==> config.mk <==
export PLATFORM = sky130hd
export DESIGN_NAME = nearest_point_euclid3d
export DESIGN_NICKNAME = d
export VERILOG_FILES = /design/src/rtl/npe_pkg.sv /design/src/rtl/npe_ctrl.sv /design/src/rtl/npe_dpath.sv /design/src/rtl/nearest_point_euclid3d.sv
export SDC_FILE = /design/constraint.sdc
export NUM_CORES = 2
export LEC_CHECK = 0
export ABC_AREA = 1
export BUFFER_PORTS_ARGS = -buffer_cell sky130_fd_sc_hd__buf_2
export CORE_MARGIN = 8
export CORE_UTILIZATION = 55
export CTS_CLUSTER_SIZE = 28
export DETAILED_ROUTE_END_ITERATION = 10
export GPL_ROUTABILITY_DRIVEN = 0
export PLACE_DENSITY = 0.82
export SETUP_SLACK_MARGIN = 0.02
export SLEW_MARGIN = 20
export SYNTH_ARGS = -nofsm -noshare
export SYNTH_HDL_FRONTEND = slang
export SYNTH_SLANG_ARGS = --single-unit
==> constraint.sdc <==
create_clock -name i_clk -period 12.74 [get_ports i_clk]
set_input_delay 0.637 -clock i_clk [delete_from_list [all_inputs] [get_ports i_clk]]
set_output_delay 0.637 -clock i_clk [all_outputs]
set_load 0.005 [all_outputs]
==> src/rtl/npe_pkg.sv <==
// Package for the 3D nearest-point search block.
// Holds the controller state type, the command struct and the fixed field widths.
// No dependencies.
package npe_pkg;

    // Fixed widths of the transaction fields.
    localparam int PT_W       = 24;
    localparam int CFG_ADDR_W = 2;
    localparam int CFG_DATA_W = 24;
    localparam int IDX_OUT_W  = 8;
    localparam int DIST_W     = 25;

    // Configuration register indexes.
    localparam logic [CFG_ADDR_W-1:0] CFG_REF_X = 2'd0;
    localparam logic [CFG_ADDR_W-1:0] CFG_REF_Y = 2'd1;
    localparam logic [CFG_ADDR_W-1:0] CFG_REF_Z = 2'd2;

    // Square-and-accumulate step codes: three products, then the final add.
    localparam logic [1:0] SQ_FIRST = 2'd0;
    localparam logic [1:0] SQ_LAST  = 2'd3;

    typedef enum logic [2:0] {
        S_IDLE,
        S_SQR,
        S_BEST,
        S_ROOT,
        S_OUT
    } t_state;

    typedef struct packed {
        logic       capture;    // latch coordinate differences and last flag
        logic       sq_step;    // one square-and-accumulate step
        logic [1:0] sel;        // axis of that step
        logic       best;       // update running best and item count, seed the root
        logic       root_step;  // one result bit of the square root
        logic       out_load;   // move the finished result into the output register
    } t_dp_cmd;

endpackage

==> src/rtl/npe_ctrl.sv <==
// Controller of the 3D nearest-point search block.
// Sequences capture, squaring, best update and square root; owns the input ready and the output valid flag.
// Depends on npe_pkg.
module npe_ctrl #(
    parameter int COORD_BITS = 24
) (
    input  logic             i_clk,
    input  logic             i_rst_n,
    input  logic             i_in_valid,
    output logic             o_in_ready,
    output logic             o_out_valid,
    input  logic             i_out_ready,
    output npe_pkg::t_dp_cmd o_cmd
);

    localparam int ROOT_STEPS = COORD_BITS + 1;
    localparam int CNT_W      = $clog2(ROOT_STEPS);

    npe_pkg::t_state r_state, n_state;
    logic [CNT_W-1:0] r_cnt, n_cnt;
    logic             r_out_valid, n_out_valid;

    always_ff @(posedge i_clk) begin
        if (!i_rst_n) begin
            r_state     <= npe_pkg::S_IDLE;
            r_cnt       <= '0;
            r_out_valid <= 1'b0;
        end else begin
            r_state     <= n_state;
            r_cnt       <= n_cnt;
            r_out_valid <= n_out_valid;
        end
    end

    always_comb begin
        n_state      = r_state;
        n_cnt        = r_cnt;
        o_in_ready   = 1'b0;
        o_cmd        = '0;
        o_cmd.sel    = r_cnt[1:0];
        case (r_state)
            npe_pkg::S_IDLE: begin
                o_in_ready = 1'b1;
                if (i_in_valid) begin
                    o_cmd.capture = 1'b1;
                    n_cnt         = '0;
                    n_state       = npe_pkg::S_SQR;
                end
            end
            npe_pkg::S_SQR: begin
                o_cmd.sq_step = 1'b1;
                if (r_cnt[1:0] == npe_pkg::SQ_LAST) begin
                    n_cnt   = '0;
                    n_state = npe_pkg::S_BEST;
                end else begin
                    n_cnt = r_cnt + CNT_W'(1);
                end
            end
            npe_pkg::S_BEST: begin
                o_cmd.best = 1'b1;
                n_cnt      = '0;
                n_state    = npe_pkg::S_ROOT;
            end
            npe_pkg::S_ROOT: begin
                o_cmd.root_step = 1'b1;
                if (r_cnt == CNT_W'(ROOT_STEPS - 1)) begin
                    n_cnt   = '0;
                    n_state = npe_pkg::S_OUT;
                end else begin
                    n_cnt = r_cnt + CNT_W'(1);
                end
            end
            npe_pkg::S_OUT: begin
                // hold until the output register is free or being emptied
                if (!r_out_valid || i_out_ready) begin
                    o_cmd.out_load = 1'b1;
                    n_state        = npe_pkg::S_IDLE;
                end
            end
            default: begin
                n_state = npe_pkg::S_IDLE;
            end
        endcase

        if (o_cmd.out_load) begin
            n_out_valid = 1'b1;
        end else if (r_out_valid && i_out_ready) begin
            n_out_valid = 1'b0;
        end else begin
            n_out_valid = r_out_valid;
        end
    end

    assign o_out_valid = r_out_valid;

endmodule

==> src/rtl/npe_dpath.sv <==
// Datapath of the 3D nearest-point search block.
// Reference registers, shared squarer, running best, bit-serial square root, output register.
// Depends on npe_pkg.
module npe_dpath #(
    parameter int MAX_POINTS = 256,
    parameter int COORD_BITS = 24
) (
    input  logic                             i_clk,
    input  logic                             i_rst_n,
    input  logic                             i_cfg_we,
    input  logic [npe_pkg::CFG_ADDR_W-1:0]   i_cfg_addr,
    input  logic [npe_pkg::CFG_DATA_W-1:0]   i_cfg_wdata,
    input  logic signed [npe_pkg::PT_W-1:0]  i_pt_x,
    input  logic signed [npe_pkg::PT_W-1:0]  i_pt_y,
    input  logic signed [npe_pkg::PT_W-1:0]  i_pt_z,
    input  logic                             i_last_point,
    input  npe_pkg::t_dp_cmd                 i_cmd,
    output logic [npe_pkg::IDX_OUT_W-1:0]    o_point_index,
    output logic [npe_pkg::DIST_W-1:0]       o_distance,
    output logic                             o_set_done,
    output logic [npe_pkg::IDX_OUT_W-1:0]    o_closest_index
);

    localparam int CW     = COORD_BITS;
    localparam int DW     = CW + 1;        // signed difference
    localparam int SW     = 2 * CW + 2;    // sum of three squares
    localparam int PW     = 2 * CW;        // one square
    localparam int ROOT_W = CW + 1;
    localparam int REM_W  = CW + 4;
    localparam int IDX_W  = $clog2(MAX_POINTS);

    // Coordinate as the block sees it: low COORD_BITS of the zero-extended field.
    function automatic logic [CW-1:0] to_coord(input logic [npe_pkg::PT_W-1:0] v);
        logic [npe_pkg::PT_W+CW-1:0] z;
        z = (npe_pkg::PT_W + CW)'(v);
        return z[CW-1:0];
    endfunction

    function automatic logic [CW-1:0] abs_diff(input logic [CW-1:0] a,
                                                input logic [CW-1:0] b);
        logic [DW-1:0] d;
        logic [DW-1:0] n;
        d = {a[CW-1], a} - {b[CW-1], b};
        n = ~d + DW'(1);
        return d[DW-1] ? n[CW-1:0] : d[CW-1:0];
    endfunction

    logic [npe_pkg::PT_W-1:0] r_ref_x, r_ref_y, r_ref_z;

    logic [CW-1:0]     r_abs [3];
    logic              r_last;
    logic [PW-1:0]     r_prod;
    logic [SW-1:0]     r_acc;

    logic [IDX_W-1:0]  r_count;
    logic [SW-1:0]     r_best;
    logic [IDX_W-1:0]  r_best_idx;
    logic [IDX_W-1:0]  r_res_idx;
    logic [IDX_W-1:0]  r_res_closest;

    logic [SW-1:0]     r_rad;
    logic [REM_W-1:0]  r_rem;
    logic [ROOT_W-1:0] r_root;

    logic [npe_pkg::IDX_OUT_W-1:0] r_o_idx, r_o_closest;
    logic [npe_pkg::DIST_W-1:0]    r_o_dist;
    logic                          r_o_done;

    logic              take_best;
    logic [REM_W-1:0]  shift_rem;
    logic [REM_W-1:0]  trial;
    logic              root_ge;

    assign take_best = (r_count == '0) || (r_acc <= r_best);
    assign shift_rem = {r_rem[REM_W-3:0], r_rad[SW-1:SW-2]};
    assign trial     = REM_W'({r_root, 2'b01});
    assign root_ge   = (shift_rem >= trial);

    always_ff @(posedge i_clk) begin
        if (!i_rst_n) begin
            r_ref_x <= '0;
            r_ref_y <= '0;
            r_ref_z <= '0;
        end else if (i_cfg_we) begin
            case (i_cfg_addr)
                npe_pkg::CFG_REF_X: r_ref_x <= i_cfg_wdata;
                npe_pkg::CFG_REF_Y: r_ref_y <= i_cfg_wdata;
                npe_pkg::CFG_REF_Z: r_ref_z <= i_cfg_wdata;
                default: begin
                end
            endcase
        end
    end

    always_ff @(posedge i_clk) begin
        if (!i_rst_n) begin
            r_count    <= '0;
            r_best     <= '0;
            r_best_idx <= '0;
        end else if (i_cmd.best) begin
            if (r_last) begin
                // end of set: clear the running state
                r_count    <= '0;
                r_best     <= '0;
                r_best_idx <= '0;
            end else begin
                if (take_best) begin
                    r_best     <= r_acc;
                    r_best_idx <= r_count;
                end
                if (r_count != IDX_W'(MAX_POINTS - 1)) begin
                    r_count <= r_count + IDX_W'(1);
                end
            end
        end
    end

    always_ff @(posedge i_clk) begin
        if (i_cmd.capture) begin
            r_abs[0] <= abs_diff(to_coord(i_pt_x), to_coord(r_ref_x));
            r_abs[1] <= abs_diff(to_coord(i_pt_y), to_coord(r_ref_y));
            r_abs[2] <= abs_diff(to_coord(i_pt_z), to_coord(r_ref_z));
            r_last   <= i_last_point;
        end
        if (i_cmd.sq_step) begin
            if (i_cmd.sel != npe_pkg::SQ_LAST) begin
                r_prod <= PW'(r_abs[i_cmd.sel]) * PW'(r_abs[i_cmd.sel]);
            end
            r_acc <= (i_cmd.sel == npe_pkg::SQ_FIRST) ? '0 : r_acc + SW'(r_prod);
        end
        if (i_cmd.best) begin
            r_res_idx     <= r_count;
            r_res_closest <= take_best ? r_count : r_best_idx;
            r_rad         <= r_acc;
            r_rem         <= '0;
            r_root        <= '0;
        end
        if (i_cmd.root_step) begin
            // one result bit: bring in two radicand bits, try to subtract 4*root+1
            r_rem  <= root_ge ? shift_rem - trial : shift_rem;
            r_root <= {r_root[ROOT_W-2:0], root_ge};
            r_rad  <= {r_rad[SW-3:0], 2'b00};
        end
        if (i_cmd.out_load) begin
            r_o_idx     <= npe_pkg::IDX_OUT_W'(r_res_idx);
            r_o_closest <= npe_pkg::IDX_OUT_W'(r_res_closest);
            r_o_dist    <= npe_pkg::DIST_W'(r_root);
            r_o_done    <= r_last;
        end
    end

    assign o_point_index   = r_o_idx;
    assign o_distance      = r_o_dist;
    assign o_set_done      = r_o_done;
    assign o_closest_index = r_o_closest;

endmodule

==> src/rtl/nearest_point_euclid3d.sv <==
// Top level of the 3D nearest-point search block.
// Instantiates npe_ctrl and npe_dpath; depends on npe_pkg.
//
// Each candidate point yields one result: its index in the set, the floor square root
// of its squared distance to the configured reference point, the set-end flag and the
// index of the nearest point so far (later point wins a tie). One transaction is in work
// at a time: the block accepts a point and captures it, squares and accumulates the
// three differences on the shared squarer, updates the running best, runs the bit-serial
// square root (one result bit per cycle) and loads the output register, and only then
// accepts the next point. A finished result waits in the output register while the
// next point is accepted; the block stalls only if a second result finishes before the
// first is taken. The running best and the item count clear after the point flagged
// last.
module nearest_point_euclid3d #(
    parameter int MAX_POINTS = 256,
    parameter int COORD_BITS = 24
) (
    input  logic                             i_clk,
    input  logic                             i_rst_n,
    input  logic                             i_cfg_we,
    input  logic [npe_pkg::CFG_ADDR_W-1:0]   i_cfg_addr,
    input  logic [npe_pkg::CFG_DATA_W-1:0]   i_cfg_wdata,
    input  logic                             i_in_valid,
    output logic                             o_in_ready,
    input  logic signed [npe_pkg::PT_W-1:0]  i_pt_x,
    input  logic signed [npe_pkg::PT_W-1:0]  i_pt_y,
    input  logic signed [npe_pkg::PT_W-1:0]  i_pt_z,
    input  logic                             i_last_point,
    output logic                             o_out_valid,
    input  logic                             i_out_ready,
    output logic [npe_pkg::IDX_OUT_W-1:0]    o_point_index,
    output logic [npe_pkg::DIST_W-1:0]       o_distance,
    output logic                             o_set_done,
    output logic [npe_pkg::IDX_OUT_W-1:0]    o_closest_index
);

    npe_pkg::t_dp_cmd cmd;

    npe_ctrl #(
        .COORD_BITS (COORD_BITS)
    ) u_ctrl (
        .i_clk       (i_clk),
        .i_rst_n     (i_rst_n),
        .i_in_valid  (i_in_valid),
        .o_in_ready  (o_in_ready),
        .o_out_valid (o_out_valid),
        .i_out_ready (i_out_ready),
        .o_cmd       (cmd)
    );

    npe_dpath #(
        .MAX_POINTS (MAX_POINTS),
        .COORD_BITS (COORD_BITS)
    ) u_dpath (
        .i_clk           (i_clk),
        .i_rst_n         (i_rst_n),
        .i_cfg_we        (i_cfg_we),
        .i_cfg_addr      (i_cfg_addr),
        .i_cfg_wdata     (i_cfg_wdata),
        .i_pt_x          (i_pt_x),
        .i_pt_y          (i_pt_y),
        .i_pt_z          (i_pt_z),
        .i_last_point    (i_last_point),
        .i_cmd           (cmd),
        .o_point_index   (o_point_index),
        .o_distance      (o_distance),
        .o_set_done      (o_set_done),
        .o_closest_index (o_closest_index)
    );

    // At most one datapath operation per cycle.
    a_cmd_onehot: assert property (@(posedge i_clk) disable iff (!i_rst_n)
        $onehot0({cmd.capture, cmd.sq_step, cmd.best, cmd.root_step, cmd.out_load}))
        else $error("more than one datapath command active");

    // An accepted point keeps the block busy on the next cycle.
    a_busy_after_accept: assert property (@(posedge i_clk) disable iff (!i_rst_n)
        (i_in_valid && o_in_ready) |=> !o_in_ready)
        else $error("ready high right after an accepted point");

    // Loading the output register raises valid on the next cycle.
    a_load_sets_valid: assert property (@(posedge i_clk) disable iff (!i_rst_n)
        cmd.out_load |=> o_out_valid)
        else $error("output load did not raise valid");

endmodule
# Word level (Yosys, flattened, before mapping)
# Memories as Yosys holds them, arrays and structs flattened. A register that Yosys moved wholly into a read port is not among the register bits.
# Cells that the tools add are included.
[op_classes] bitwise_logic=3 eq_ne=14 mul=1 magnitude_cmp=2 add_sub_neg=10 muxes=39 reduce_logical=21
[ops] cell="$mux W50" count=4
[ops] cell="$mux W26" count=3
[ops] cell="$sub A24 B24 Y25" count=3
[ops] cell="$add A24 B1 Y24 const B" count=3
[ops] cell="$mux W24" count=3
[ops] cell="$not A24 Y24" count=3
[ops] cell="$add A50 B48 Y50" count=1
[ops] cell="$le A50 B50 Y1" count=1
[ops] cell="$mux W25" count=2
[ops] cell="$mul A24 B24 Y48" count=1
[ops] cell="$mux W8" count=4
[ops] cell="$ge A28 B27 Y1" count=1
[ops] cell="$sub A26 B26 Y26" count=1
[ops] cell="$pmux W5 S4" count=1
[ops] cell="$mux W5" count=3
[ops] cell="$pmux W3 S5" count=1
[ops] cell="$reduce_and A2 Y1" count=7
[ops] cell="$mux W1" count=12
[ops] cell="$mux W3" count=4
[ops] cell="$add A8 B1 Y8 const B" count=1
[ops] cell="$logic_not A8 Y1" count=1
[ops] cell="$ne A8 B8 Y1 const B" count=1
[ops] cell="$reduce_bool A2 Y1" count=4
[ops] cell="$eq A3 B2 Y1 const B" count=2
[ops] cell="16 further kinds" count=23
[totals] register_bits=405 wordCells=113 input_bits=104 memories=1 mem_bits_rw=72
[mem_list] memory="u_dpath.r_abs" depth=3 width=24 read_ports=1 rd_ports_with_merged_regs=1 write_ports=3 line_no="npe_dpath.sv:50" rtl="logic [CW-1:0] r_abs [3];"

# Depth between registers and ports, before layout
[depth] word_depth=5 mapped_depth=33

# By module
# A second synthesis with hierarchy kept.
[hier_totals] cells_unflattened=6103 hier_area_um2=47267.8
[by_module_without_submodules] module="npe_dpath" cells_each=6011 instances=1 seq_area_each_um2=12622.1 area_per_inst_um2=46659.8
[by_module_without_submodules] module="npe_ctrl" cells_each=92 instances=1 seq_area_each_um2=180.2 area_per_inst_um2=608.1

# Worst setup path after synthesis
# Ideal clock, no wire load.
[synth_timing] path_type="register to register" start="reg with a tool-made name" end="reg u_dpath.r_prod[36] (data pin)" arrival_ns=6.776 slack_ns=5.699 path_stages_with_launch=29 synth_period_minus_slack_ns=7.041 n_path_buf=2 path_cell_list="dfxtp_1 > clkbuf_1 > or2_2 > o211ai_1 > o21ai_1 > clkinv_1 > clkbuf_1 > nor2_1 > fa_1 > inv_1 > fa_1 > inv_1 > fa_1 > inv_1 > fa_1 > inv_1 > fa_1 > fa_1 > inv_1 > fa_1 > inv_1 > ha_1 > a21oi_1 > o21ai_0 > a21oi_1 > nand2_1 > a21boi_0 > o21ai_0 > xor2_1"
[synth_lines] item="to (signal assigned)" line_no="npe_dpath.sv:127" rtl="r_prod <= PW'(r_abs[i_cmd.sel]) * PW'(r_abs[i_cmd.sel]);"
[synth_lines] item="to (decl)" line_no="npe_dpath.sv:52" rtl="logic [PW-1:0] r_prod;"

==> impl_metrics.ini <==
[timing]
slew_viol_final = 0
setup_violations = 0
fin_worst_skew_ns = 0.03758
setup_slack_ns = 4.004
min_period_ns = 8.736
tightest_slew_ns = 1.010
final.period_utilization_pct = 68.57
hold_viol_final = 0
slew-limit-headroom_pct = 32.68
fmax_mhz = 114.5
rsz0062_at_grt = false
fin_tns_setup_ns = 0

[final_layout]
finalCoreUtilization_pct = 59.39
n_antenna_cell = 0
fin_nets = 6669
fill_cells = 7030
final_cell_count_no_fill = 6877
drive_gt1_share_pct = 6.124
syn2layout_area_growth_pct = 7.538

[placement]
portBuffers = 147
pre_cts_ws_ns = 4.219
hpwl_mm = 96.42
placedCellCount = 6788

[outcome]
status = finished with violations
violations = DRC

[floorplan]
core_sq_um = 83290
die-height_microns = 305.2
pin_count = 148
die_w_microns = 305.2
rows = 106
dieArea_sq_um = 93140
initial_core_util_pct = 55.22

[worst_setup_path]
path_delay_family = adder cells
cpMaxStageDelayCell = clkinv_1
path_common_cell = inv_1
setup.worst_path.class = reg2reg
cp_num_buf_inv = 9
startpoint_type = flip-flop
arrival_ns = 9.09
worstPathMaxFanout = 25
cp_data_required_time_ns = 13.10
r2r_slack_ns = 4.00
cpPeakStageDelay_ns = 0.83
cp-end-kind = flip-flop

[route]
drt_iter0_markers = 3565
final_antenna_net_count = 0
firstDrtPassIters = 10
via_per_inst = 5.641
dr_total_vias = 38796
wirelength_mm = 121.5
wl_per_cell_microns = 17.67
drc = 1

[clocking]
clk_latency_ns = 0.62
cts_sinks = 478
clk_pin_slew_worst_paths_ns = 0.07
htreeDepth = 2
cts_tree = built
clk_path_buf_depth = 3
post_cts_resize_count = 0
numCtsBuffers = 49
cts_setup_buffers = 0
hold_buffers = 0
cts-root-buf = clkbuf_16

[logic_synthesis]
yosys_most_used_dff = edfxtp_1
async_flop_share_pct = 0
ys_seq_elements = 478
synth_cell_types = 60
synth_seq_area_share_pct = 27.92
synth_fp_nets = 6565
synth-edff-count = 327
synthCells = 5655
avgSynthCellArea_sq_um = 8.134
syn_area_sq_um = 46000
yosys_warnings = 0

[global_routing]
gr-total-overflow = 0
antenna_found_initial = 1
grt.total_usage_pct = 25.63
first_global_vias = 38815
grt_max_degree = 79
grt_pass1_wl_mm = 196.9

[job]
cap_violations = 0

[worst_hold_path]
hold_class = in2reg
-- path summary, 6_finish.rpt --
kind                            depth (start not counted)                               start                              endpoint
worst max-delay path                                   27                           flip-flop          u_dpath.r_prod[36]$_DFFE_PP_
worst min-delay path                                    1                        i_last_point              u_dpath.r_last$_DFFE_PP_
worst max register to register                         27                           flip-flop          u_dpath.r_prod[36]$_DFFE_PP_
worst min register to register                          0  u_dpath.r_res_closest[6]$_DFFE_PN_  u_dpath.o_closest_index[6]$_DFFE_PP_
-- worst reg2reg max path, cell delays in order (launching register included) --
cell and delay [ns]:
dfxtp_1 0.47, inv_1 0.61, o211ai_1 0.16, o21ai_1 0.29, clkinv_1 0.83, nor2_1 0.45
inv_1 0.14, fa_1 0.52, inv_1 0.06, fa_1 0.53, inv_1 0.06, fa_1 0.55
fa_1 0.44, fa_1 0.54, inv_1 0.05, fa_1 0.48, inv_1 0.05, fa_1 0.37
inv_1 0.09, ha_1 0.31, a21o_1 0.21, inv_1 0.07, o21ai_0 0.10, a21oi_1 0.16
nand2_1 0.14, a21boi_0 0.45, o21ai_0 0.18, xor2_1 0.16
-- cell families after synthesis --
group / Yosys count / synth area share [%]
AOI/OAI and AO/OA: 930 / 11.44
xor gates and xnor gates: 140 / 2.747
adders and majority gates: 806 / 28.99
buffers and inverters: 1293 / 10.70
DFF: 478 / 27.92
and+or+nand+nor: 2008 / 18.21
-- Yosys cell counts, types with 10 or more instances --
| library cell | count | area (sq um) |
|---|---|---|
| inv_1 | 1161 | 4358 |
| nor2_1 | 611 | 2293 |
| nand3_1 | 240 | 1201 |
| o21a_1 | 14 | 105.1 |
| buf_2 | 21 | 105.1 |
| nand2_2 | 19 | 118.9 |
| a21o_1 | 24 | 180.2 |
| xor2_1 | 85 | 744.5 |
| o211ai_1 | 28 | 210.2 |
| o21ai_1 | 16 | 80.08 |
| buf_1 | 13 | 48.80 |
| nand4_1 | 48 | 300.3 |
| nor4_1 | 13 | 81.33 |
| clkbuf_1 | 77 | 289.0 |
| o21bai_1 | 20 | 150.1 |
| o21ai_2 | 12 | 105.1 |
| ha_1 | 373 | 4667 |
| a22o_1 | 47 | 411.6 |
| o21ai_0 | 271 | 1356 |
| a21oi_1 | 450 | 2252 |
| nand2_1 | 955 | 3585 |
| clkinv_1 | 10 | 37.54 |
| nor3_1 | 35 | 175.2 |
| edfxtp_1 | 327 | 9819 |
| xnor2_1 | 50 | 437.9 |
| dfxtp_1 | 151 | 3023 |
| fa_1 | 433 | 8668 |
| or2_2 | 24 | 150.1 |
| nand3b_1 | 18 | 135.1 |
| and2_1 | 14 | 87.58 |
-- area by class of cell --
class | count | area, sq um | area share (%)
Timing Repair Buffer | 171 | 915.9 | 1.852
Tap cell | 1080 | 1351 | 2.732
Inverter | 1175 | 4413 | 8.922
Multi-Input combinational cell | 3884 | 28290 | 57.20
Clock inverter | 17 | 186.4 | 0.3769
Sequential cell | 478 | 12840 | 25.96
Clock buffer | 72 | 1464 | 2.960
-- sequential cells by signal (all words and copies together), names as in the netlist, 8 cells and up, named ones only --
register	cells
u_dpath.o_closest_index	8
u_dpath.o_distance	25
u_dpath.o_point_index	8
u_dpath.r_abs	72
u_dpath.r_acc	50
u_dpath.r_best	50
u_dpath.r_best_idx	8
u_dpath.r_count	8
u_dpath.r_prod	47
u_dpath.r_rad	50
u_dpath.r_ref_x	24
u_dpath.r_ref_y	24
u_dpath.r_ref_z	24
u_dpath.r_rem	26
u_dpath.r_res_closest	8
u_dpath.r_res_idx	8
u_dpath.r_root	25
-- routing by layer --
layer	up-vias	GRT usage [%]	part of all wire, %
met5	-	0	0.011
met4	2	11.25	4.9
met3	416	4.735	8.9
met2	1882	42.53	46
met1	18234	32.80	40
li1	18262	-	-
-- placed cells by master (no fill, tap or decap), types with 12 or more instances in the layout --
cell type  instances
o21ai_0          270
nand2_2           19
xnor2_1           50
nand3_1          240
nand2_1          954
a22o_1            47
or2_2             24
fa_1             433
xor2_1            85
o21bai_1          20
nand3b_1          18
nor3_1            34
nor4_1            12
o21a_1            14
clkbuf_16         50
o211ai_1          28
edfxtp_1         327
and2_1            14
o21ai_2           12
buf_4             24
clkbuf_8          13
buf_2            147
inv_1           1156
o21ai_1           17
nor2_1           606
dfxtp_1          151
nand4_1           48
a21o_1            24
a21oi_1          450
ha_1             373
clkinv_1          12
-- metrics by stage --
step	area, sq um	hold slack (ns)
after global routing	49460	0.2181
final	49460	0.2389
after CTS	49460	0.2166
after detailed placement	47810	0.4045
after global placement	47810	0.4021
after floorplan	46000	0.4003
Power is left out: the tool's default activity adds up to more than one toggle a clock period on the data nets, which glitch-free logic cannot reach.
